`src/design/rble_pkg.sv`:
```
// ---------------------------------------------------------------------------
// rble_pkg: shared definitions for the line extractor
// Store depth, derived widths, character codes, status codes and states.
// ---------------------------------------------------------------------------
package rble_pkg;

   localparam int BUF_DEPTH = 64;
   localparam int ADDR_W    = (BUF_DEPTH > 1) ? $clog2(BUF_DEPTH) : 1;
   localparam int CNT_W     = $clog2(BUF_DEPTH + 1);
   localparam int LEN_W     = 6;

   localparam logic [CNT_W-1:0] FULL_CNT = CNT_W'(BUF_DEPTH);
   localparam logic [CNT_W:0]   DEPTH_X  = (CNT_W + 1)'(BUF_DEPTH);

   localparam logic [7:0] CH_LF = 8'h0A;
   localparam logic [7:0] CH_CR = 8'h0D;

   typedef enum logic [1:0] {
      STAT_STORED  = 2'd0,
      STAT_DROPPED = 2'd1,
      STAT_LINE    = 2'd2,
      STAT_NOLINE  = 2'd3
   } status_type;

   typedef enum logic [3:0] {
      ST_IDLE,
      ST_PUSH,
      ST_SCAN_RD,
      ST_SCAN_CHK,
      ST_EMIT_RD,
      ST_EMIT_OUT,
      ST_SKIP_RD,
      ST_SKIP_CHK,
      ST_DONE
   } state_type;

   // position plus offset, modulo depth; offset below depth
   function automatic logic [ADDR_W-1:0] wrap_add(logic [ADDR_W-1:0] p,
                                                  logic [CNT_W-1:0]  k);
      logic [CNT_W:0] sum;
      sum = (CNT_W + 1)'(p) + (CNT_W + 1)'(k);
      if (sum >= DEPTH_X) begin
         sum = sum - DEPTH_X;
      end
      return ADDR_W'(sum);
   endfunction

   function automatic logic is_eol(logic [7:0] c);
      return (c == CH_LF) || (c == CH_CR);
   endfunction

endpackage

```
`src/design/ring_buffer_line_extractor_core.sv`:
```
// Push: ST_PUSH registers the result word once the output is free, then returns to ST_IDLE.
// Pop: ST_SCAN_RD/ST_SCAN_CHK read and check each byte up to the LF, ST_EMIT_RD/ST_EMIT_OUT
// read and emit each line byte, ST_SKIP_RD/ST_SKIP_CHK skip each CR/LF that follows, and
// ST_DONE finishes before ST_IDLE; every read goes through the one read port of the byte store.
// One word in flight at a time; a stalled result word holds the machine. Reset (synchronous,
// active high) clears positions, fill count, state and valid; the byte store is not cleared.
// ---------------------------------------------------------------------------
// ring_buffer_line_extractor_core
// Circular byte store with line framing: pushes append bytes (dropped when full), pops hand out
// one complete line byte by byte, dropping the CR/LF terminator, or a no-line word if none.
// ---------------------------------------------------------------------------
module ring_buffer_line_extractor_core
   import rble_pkg::*;
(
   input  logic             clock,
   input  logic             reset,
   input  logic             req_valid,
   output logic             req_stall,
   input  logic             req_cmd,
   input  logic [7:0]       req_in_byte,
   output logic             rsp_valid,
   input  logic             rsp_stall,
   output logic [1:0]       rsp_status,
   output logic [7:0]       rsp_out_byte,
   output logic             rsp_last,
   output logic [LEN_W-1:0] rsp_line_length
);

   logic [7:0] mem [BUF_DEPTH];

   state_type         state_ff, state_in;
   logic [ADDR_W-1:0] rp_ff, rp_in;
   logic [ADDR_W-1:0] wp_ff, wp_in;
   logic [CNT_W-1:0]  fill_ff, fill_in;
   logic [CNT_W-1:0]  k_ff, k_in;
   logic [CNT_W-1:0]  len_ff, len_in;
   logic              prev_cr_ff, prev_cr_in;
   logic [7:0]        byte_ff, byte_in;
   logic [7:0]        rd_data_ff;

   logic              rsp_valid_ff, rsp_valid_in;
   status_type        rsp_status_ff, rsp_status_in;
   logic [7:0]        rsp_byte_ff, rsp_byte_in;
   logic              rsp_last_ff, rsp_last_in;
   logic [LEN_W-1:0]  rsp_len_ff, rsp_len_in;

   logic              rd_en, wr_en;
   logic [ADDR_W-1:0] rd_addr;
   logic              out_free, emit;
   logic [CNT_W-1:0]  scan_len;
   logic              emit_last;

   assign out_free  = !rsp_valid_ff || !rsp_stall;
   assign scan_len  = prev_cr_ff ? (k_ff - CNT_W'(1)) : k_ff;
   assign emit_last = (k_ff + CNT_W'(1)) == len_ff;

   assign req_stall       = (state_ff != ST_IDLE);
   assign rsp_valid       = rsp_valid_ff;
   assign rsp_status      = rsp_status_ff;
   assign rsp_out_byte    = rsp_byte_ff;
   assign rsp_last        = rsp_last_ff;
   assign rsp_line_length = rsp_len_ff;

   // next state
   always_comb begin
      state_in = state_ff;
      case (state_ff)
         ST_IDLE: begin
            if (req_valid) begin
               state_in = req_cmd ? ST_SCAN_RD : ST_PUSH;
            end
         end
         ST_PUSH: begin
            if (out_free) begin
               state_in = ST_IDLE;
            end
         end
         ST_SCAN_RD: begin
            state_in = (k_ff < fill_ff) ? ST_SCAN_CHK : ST_SKIP_RD;
         end
         ST_SCAN_CHK: begin
            if (rd_data_ff == CH_LF) begin
               state_in = (scan_len == '0) ? ST_SKIP_RD : ST_EMIT_RD;
            end else begin
               state_in = ST_SCAN_RD;
            end
         end
         ST_EMIT_RD: begin
            state_in = ST_EMIT_OUT;
         end
         ST_EMIT_OUT: begin
            if (out_free) begin
               state_in = emit_last ? ST_SKIP_RD : ST_EMIT_RD;
            end
         end
         ST_SKIP_RD: begin
            state_in = (fill_ff != '0) ? ST_SKIP_CHK : ST_DONE;
         end
         ST_SKIP_CHK: begin
            state_in = is_eol(rd_data_ff) ? ST_SKIP_RD : ST_DONE;
         end
         ST_DONE: begin
            if ((len_ff != '0) || out_free) begin
               state_in = ST_IDLE;
            end
         end
         default: begin
            state_in = ST_IDLE;
         end
      endcase
   end

   // datapath and result word
   always_comb begin
      rp_in         = rp_ff;
      wp_in         = wp_ff;
      fill_in       = fill_ff;
      k_in          = k_ff;
      len_in        = len_ff;
      prev_cr_in    = prev_cr_ff;
      byte_in       = byte_ff;
      rd_en         = 1'b0;
      rd_addr       = rp_ff;
      wr_en         = 1'b0;
      emit          = 1'b0;
      rsp_status_in = rsp_status_ff;
      rsp_byte_in   = rsp_byte_ff;
      rsp_last_in   = rsp_last_ff;
      rsp_len_in    = rsp_len_ff;
      case (state_ff)
         ST_IDLE: begin
            if (req_valid) begin
               byte_in    = req_in_byte;
               k_in       = '0;
               len_in     = '0;
               prev_cr_in = 1'b0;
            end
         end
         ST_PUSH: begin
            if (out_free) begin
               emit          = 1'b1;
               rsp_byte_in   = '0;
               rsp_last_in   = 1'b1;
               rsp_len_in    = '0;
               if (fill_ff >= FULL_CNT) begin
                  rsp_status_in = STAT_DROPPED;
               end else begin
                  rsp_status_in = STAT_STORED;
                  wr_en         = 1'b1;
                  wp_in         = wrap_add(wp_ff, CNT_W'(1));
                  fill_in       = fill_ff + CNT_W'(1);
               end
            end
         end
         ST_SCAN_RD: begin
            if (k_ff < fill_ff) begin
               rd_en   = 1'b1;
               rd_addr = wrap_add(rp_ff, k_ff);
            end
         end
         ST_SCAN_CHK: begin
            if (rd_data_ff == CH_LF) begin
               len_in = scan_len;
               k_in   = '0;
            end else begin
               prev_cr_in = (rd_data_ff == CH_CR);
               k_in       = k_ff + CNT_W'(1);
            end
         end
         ST_EMIT_RD: begin
            rd_en   = 1'b1;
            rd_addr = wrap_add(rp_ff, k_ff);
         end
         ST_EMIT_OUT: begin
            if (out_free) begin
               emit          = 1'b1;
               rsp_status_in = STAT_LINE;
               rsp_byte_in   = rd_data_ff;
               rsp_last_in   = emit_last;
               rsp_len_in    = LEN_W'(len_ff);
               k_in          = k_ff + CNT_W'(1);
               if (emit_last) begin
                  rp_in   = wrap_add(rp_ff, len_ff);
                  fill_in = fill_ff - len_ff;
               end
            end
         end
         ST_SKIP_RD: begin
            if (fill_ff != '0) begin
               rd_en   = 1'b1;
               rd_addr = rp_ff;
            end
         end
         ST_SKIP_CHK: begin
            if (is_eol(rd_data_ff)) begin
               rp_in   = wrap_add(rp_ff, CNT_W'(1));
               fill_in = fill_ff - CNT_W'(1);
            end
         end
         ST_DONE: begin
            if ((len_ff == '0) && out_free) begin
               emit          = 1'b1;
               rsp_status_in = STAT_NOLINE;
               rsp_byte_in   = '0;
               rsp_last_in   = 1'b1;
               rsp_len_in    = '0;
               if (fill_ff == FULL_CNT) begin
                  rp_in   = '0;
                  wp_in   = '0;
                  fill_in = '0;
               end
            end
         end
         default: begin
         end
      endcase
      rsp_valid_in = emit ? 1'b1 : (rsp_stall ? rsp_valid_ff : 1'b0);
   end

   // byte store, registered read
   always_ff @(posedge clock) begin
      if (wr_en) begin
         mem[wp_ff] <= byte_ff;
      end
      if (rd_en) begin
         rd_data_ff <= mem[rd_addr];
      end
   end

   always_ff @(posedge clock) begin
      if (reset) begin
         state_ff     <= ST_IDLE;
         rp_ff        <= '0;
         wp_ff        <= '0;
         fill_ff      <= '0;
         rsp_valid_ff <= 1'b0;
      end else begin
         state_ff     <= state_in;
         rp_ff        <= rp_in;
         wp_ff        <= wp_in;
         fill_ff      <= fill_in;
         rsp_valid_ff <= rsp_valid_in;
      end
   end

   always_ff @(posedge clock) begin
      k_ff          <= k_in;
      len_ff        <= len_in;
      prev_cr_ff    <= prev_cr_in;
      byte_ff       <= byte_in;
      rsp_status_ff <= rsp_status_in;
      rsp_byte_ff   <= rsp_byte_in;
      rsp_last_ff   <= rsp_last_in;
      rsp_len_ff    <= rsp_len_in;
   end

endmodule

```
`config.mk`:
```
export PLATFORM = sky130hd
export DESIGN_NAME = ring_buffer_line_extractor_core
export DESIGN_NICKNAME = d
export VERILOG_FILES = /design/src/design/rble_pkg.sv /design/src/design/ring_buffer_line_extractor_core.sv
export SDC_FILE = /design/constraint.sdc
export NUM_CORES = 1
export LEC_CHECK = 0
export BUFFER_PORTS_ARGS = -buffer_cell sky130_fd_sc_hd__buf_2
export CORE_MARGIN = 2
export CORE_UTILIZATION = 57
export DETAILED_ROUTE_END_ITERATION = 7
export GPL_ROUTABILITY_DRIVEN = 0
export GPL_TIMING_DRIVEN = 1
export PLACE_DENSITY_LB_ADDON = 0.08
export SLEW_MARGIN = 20
export SYNTH_ARGS = -nofsm -noshare
export SYNTH_HDL_FRONTEND = slang
export SYNTH_SLANG_ARGS = --single-unit
```
`constraint.sdc`:
```
create_clock -name clock -period 5.54 [get_ports clock]
set_input_delay 0.554 -clock clock [delete_from_list [all_inputs] [get_ports clock]]
set_output_delay 0.554 -clock clock [all_outputs]
set_load 0.05 [all_outputs]
```
==> metrics.txt <==
# TYPE chip_impl_metric gauge
chip_impl_metric{name="synth_cell_types",unit=""} 69
chip_impl_metric{name="cts.clk_slew.worst_paths",unit="ns"} 0.06
chip_impl_metric{name="portBuffers",unit=""} 31
chip_impl_metric{name="cts_resized",unit=""} 0
chip_impl_metric{name="sequentialPowerShare",unit=""} 0.485
chip_impl_metric{name="cts_buffer_depth",unit=""} 3
chip_impl_metric{name="ratio_of_cells_with_drive_above_1_in_the_final_layout",unit=""} 0.0960
chip_impl_metric{name="clkSinkCount",unit=""} 584
chip_impl_metric{name="leak",unit="nW"} 9.82
chip_impl_metric{name="post-cts-setup-buffers",unit=""} 0
chip_impl_info{name="cts_tree",value="yes"} 1
chip_impl_metric{name="part_of_the_total_power_dissipated_in_combinational_logic",unit=""} 0.132
chip_impl_metric{name="cts_buffer_count",unit=""} 58
chip_impl_metric{name="layout.nets",unit=""} 2023
chip_impl_metric{name="worst-endpoint-required",unit="ns"} 5.99
chip_impl_metric{name="final_design_area_no_fill",unit="um^2"} 28400
chip_impl_metric{name="finalSetupTns",unit="ns"} 0
chip_impl_metric{name="critPathMaxFanout",unit=""} 48
chip_impl_metric{name="number_of_global_route_vias_before_repair",unit=""} 16300
chip_impl_metric{name="post-route-period-util",unit=""} 0.854
chip_impl_metric{name="net_count_of_the_mapped_netlist",unit=""} 2036
chip_impl_metric{name="wl_per_cell",unit="um"} 27.0
chip_impl_metric{name="postRouteAntennaNets",unit=""} 0
chip_impl_info{name="classification_of_the_worst_setup_path",value="flip-flop to flip-flop"} 1
chip_impl_metric{name="p_int",unit="W"} 0.00779
chip_impl_metric{name="worst-endpoint-arrival",unit="ns"} 5.18
chip_impl_info{name="ys_flop_type",value="sky130_fd_sc_hd__edfxtp_1"} 1
chip_impl_metric{name="grt_util_all_layers",unit=""} 0.305
chip_impl_metric{name="rows",unit=""} 77
chip_impl_metric{name="multi_input_comb_area",unit="um^2"} 7820
chip_impl_metric{name="insertedDiodeCount",unit=""} 0
chip_impl_metric{name="floorplan.die.width",unit="um"} 217
chip_impl_metric{name="yosys_warnings",unit=""} 0
chip_impl_metric{name="synth.ff_latch_count",unit=""} 584
chip_impl_info{name="violations",value="design-rule violations"} 1
chip_impl_metric{name="start_util",unit=""} 0.580
chip_impl_metric{name="routed-via-count",unit=""} 17200
chip_impl_info{name="clock-root-buffer",value="sky130_fd_sc_hd__clkbuf_16"} 1
chip_impl_info{name="status",value="finished with violations"} 1
chip_impl_metric{name="syn-cell-area",unit="um^2"} 25800
chip_impl_metric{name="netSwitchingFraction",unit=""} 0.260
chip_impl_metric{name="ctsHtreeMaxLevel",unit=""} 2
chip_impl_metric{name="worst_slew_pin_slew",unit="ns"} 1.11
chip_impl_metric{name="max-cap-violations",unit=""} 0
chip_impl_info{name="hold_path.class",value="primary input to flip-flop"} 1
chip_impl_metric{name="hold_viol_final",unit=""} 0
chip_impl_metric{name="dr.first_iter.drc_count",unit=""} 2423
chip_impl_metric{name="irDropWorstVdd",unit="uV"} 303
chip_impl_metric{name="area_delta_synth_final",unit="%"} 10.3
chip_impl_metric{name="pwr-share-clk",unit=""} 0.383
chip_impl_metric{name="globalRoute.totalOverflow",unit=""} 0
chip_impl_metric{name="final.fill_count",unit=""} 3293
chip_impl_metric{name="async_sr_flop_fraction",unit=""} 0
chip_impl_metric{name="setup_viol",unit=""} 0
chip_impl_metric{name="grt_start_max_net_pins",unit=""} 85
chip_impl_metric{name="antenna_found_initial",unit=""} 1
chip_impl_metric{name="fmax",unit="MHz"} 211
chip_impl_metric{name="portion_of_the_post_synthesis_area_used_by_sequential_elements",unit=""} 0.671
chip_impl_metric{name="cellPowerDensity",unit="nW/um^2"} 370
chip_impl_metric{name="final.min_clock_period",unit="ns"} 4.73
chip_impl_metric{name="placed_area",unit="um^2"} 26500
chip_impl_info{name="rsz0062_at_grt",value="false"} 1
chip_impl_metric{name="p_sw",unit="W"} 0.00274
chip_impl_metric{name="number_of_synthesized_flops_with_an_enable_pin",unit=""} 560
chip_impl_metric{name="detail_route.wirelength",unit="mm"} 70.9
chip_impl_metric{name="die_h",unit="um"} 217
chip_impl_metric{name="min_path_cells",unit=""} 1
chip_impl_info{name="crit_path_end_kind",value="flip-flop"} 1
chip_impl_metric{name="seqCellArea",unit="um^2"} 17300
chip_impl_info{name="mostFrequentLayoutCells",value="sky130_fd_sc_hd__edfxtp_1, sky130_fd_sc_hd__nand2_1, sky130_fd_sc_hd__nand3_1, sky130_fd_sc_hd__nor2_1, sky130_fd_sc_hd__a211oi_1"} 1
chip_impl_info{name="mostFrequentLayoutCell",value="sky130_fd_sc_hd__edfxtp_1"} 1
chip_impl_metric{name="grt_pass1_wl",unit="mm"} 106
chip_impl_metric{name="syn_avg_cell_area",unit="um^2"} 12.9
chip_impl_metric{name="reg2reg_depth",unit=""} 12
chip_impl_metric{name="die_area",unit="um^2"} 46900
chip_impl_metric{name="post_detailed_route_drc_marker_count",unit=""} 37
chip_impl_metric{name="postSynthCellCount",unit=""} 1995
chip_impl_info{name="crit_path_start_kind",value="flip-flop"} 1
chip_impl_metric{name="report.power.total",unit="W"} 0.0105
chip_impl_metric{name="cts_hold_buf",unit=""} 0
chip_impl_metric{name="timing.slew.headroom",unit=""} 0.254
chip_impl_metric{name="area_of_the_core",unit="um^2"} 44400
chip_impl_metric{name="firstDrtPassIters",unit=""} 8
chip_impl_metric{name="routed_via_density",unit=""} 6.57
chip_impl_metric{name="worst_skew_pair.late_latency",unit="ns"} 0.64
chip_impl_metric{name="drv_slew",unit=""} 0
chip_impl_metric{name="fin_worst_skew",unit="ns"} 0.0208
chip_impl_metric{name="detailed_place_hpwl",unit="mm"} 44.3
chip_impl_metric{name="pin_count",unit=""} 32
==> worst max-delay path: stages, from the launching register on <==
cell and delay [ns]:
sky130_fd_sc_hd__edfxtp_1 0.54, sky130_fd_sc_hd__ha_1 0.36, sky130_fd_sc_hd__a21oi_1 0.21, sky130_fd_sc_hd__o211a_1 0.17
sky130_fd_sc_hd__a21bo_2 0.46, sky130_fd_sc_hd__nand3_1 0.18, sky130_fd_sc_hd__buf_4 0.51, sky130_fd_sc_hd__and2_2 0.63
sky130_fd_sc_hd__buf_4 0.37, sky130_fd_sc_hd__nand2_1 0.09, sky130_fd_sc_hd__a311oi_1 0.47, sky130_fd_sc_hd__nor3b_1 0.20
sky130_fd_sc_hd__a2111oi_2 0.32
==> logic make-up after synthesis <==
| family | synth area share |
|---|---|
| DFF | 0.671 |
| buffers and inverters | 0.0286 |
| and+or+nand+nor | 0.135 |
| muxes | 0.0269 |
| xor gates and xnor gates | 0.0137 |
| adders and majority gates | 0.0145 |
| AOI/OAI and AO/OA | 0.110 |
==> power by group through the flow <==
stage / Sequential (W) / Combinational (W) / Clock, W
floorplan: 0.00526 / 0.000792 / 0
global placement: 0.00520 / 0.00134 / 0
detailed placement: 0.00520 / 0.00136 / 0
CTS: 0.00510 / 0.00137 / 0.00407
global route: 0.00511 / 0.00148 / 0.00423
finish: 0.00511 / 0.00139 / 0.00403
==> state kept, by name, summed over array words and instances (netlist names), 7 cells and up <==
signal	count
rsp_out_byte	8
fill_ff	7
rd_data_ff	8
len_ff	7
mem	512
k_ff	7
byte_ff	8
==> worst paths after layout <==
check                          start  slack, ns                 endpoint
max                k_ff[4]$_DFFE_PP_       0.81  rd_data_ff[0]$_DFFE_PP_
min reg2reg  fill_ff[6]$_SDFFE_PP0P_       0.52  fill_ff[6]$_SDFFE_PP0P_
max reg2reg        k_ff[4]$_DFFE_PP_       0.81  rd_data_ff[0]$_DFFE_PP_
min                   req_in_byte[5]       0.09     byte_ff[5]$_DFFE_PP_
==> area by class of cell <==
type / count / share of cell area
well taps: 592 / 0.0261
multi-input cells: 1243 / 0.275
flip-flops and latches: 584 / 0.609
inverters: 20 / 0.00264
clock inverters: 35 / 0.0137
repair buffers: 75 / 0.0187
clock buffers: 74 / 0.0550
==> synthesized netlist by cell type, drive strengths merged (47+ instances only) <==
library cell	n	area (um^2)
a211oi	84	631
a31oi	47	294
and3	58	363
buf	55	312
clkbuf	93	349
edfxtp	560	16800
mux2i	68	681
nand2	220	828
nand2b	52	325
nand3	158	791
nor2	132	512
o21ai	90	450
==> metrics by stage <==
step                      cells  utilization  worst slack [ns]  hold slack, ns
after CTS                  2623        0.640             0.866          0.0634
after floorplan            1995            -              2.39           0.471
final                      2623        0.640             0.807          0.0884
after detailed placement   2514        0.596             0.889           0.509
after global routing       2623        0.640             0.587          0.0809
after global placement     2513        0.595             0.972           0.487
==> per-layer routing <==
metal / global-route usage / share of wire
met1: 0.422 / 0.39
met2: 0.472 / 0.46
met3: 0.0717 / 0.11
met4: 0.118 / 0.040
met5: 0 / 0.00018
Power figures use the tool's default switching activity.
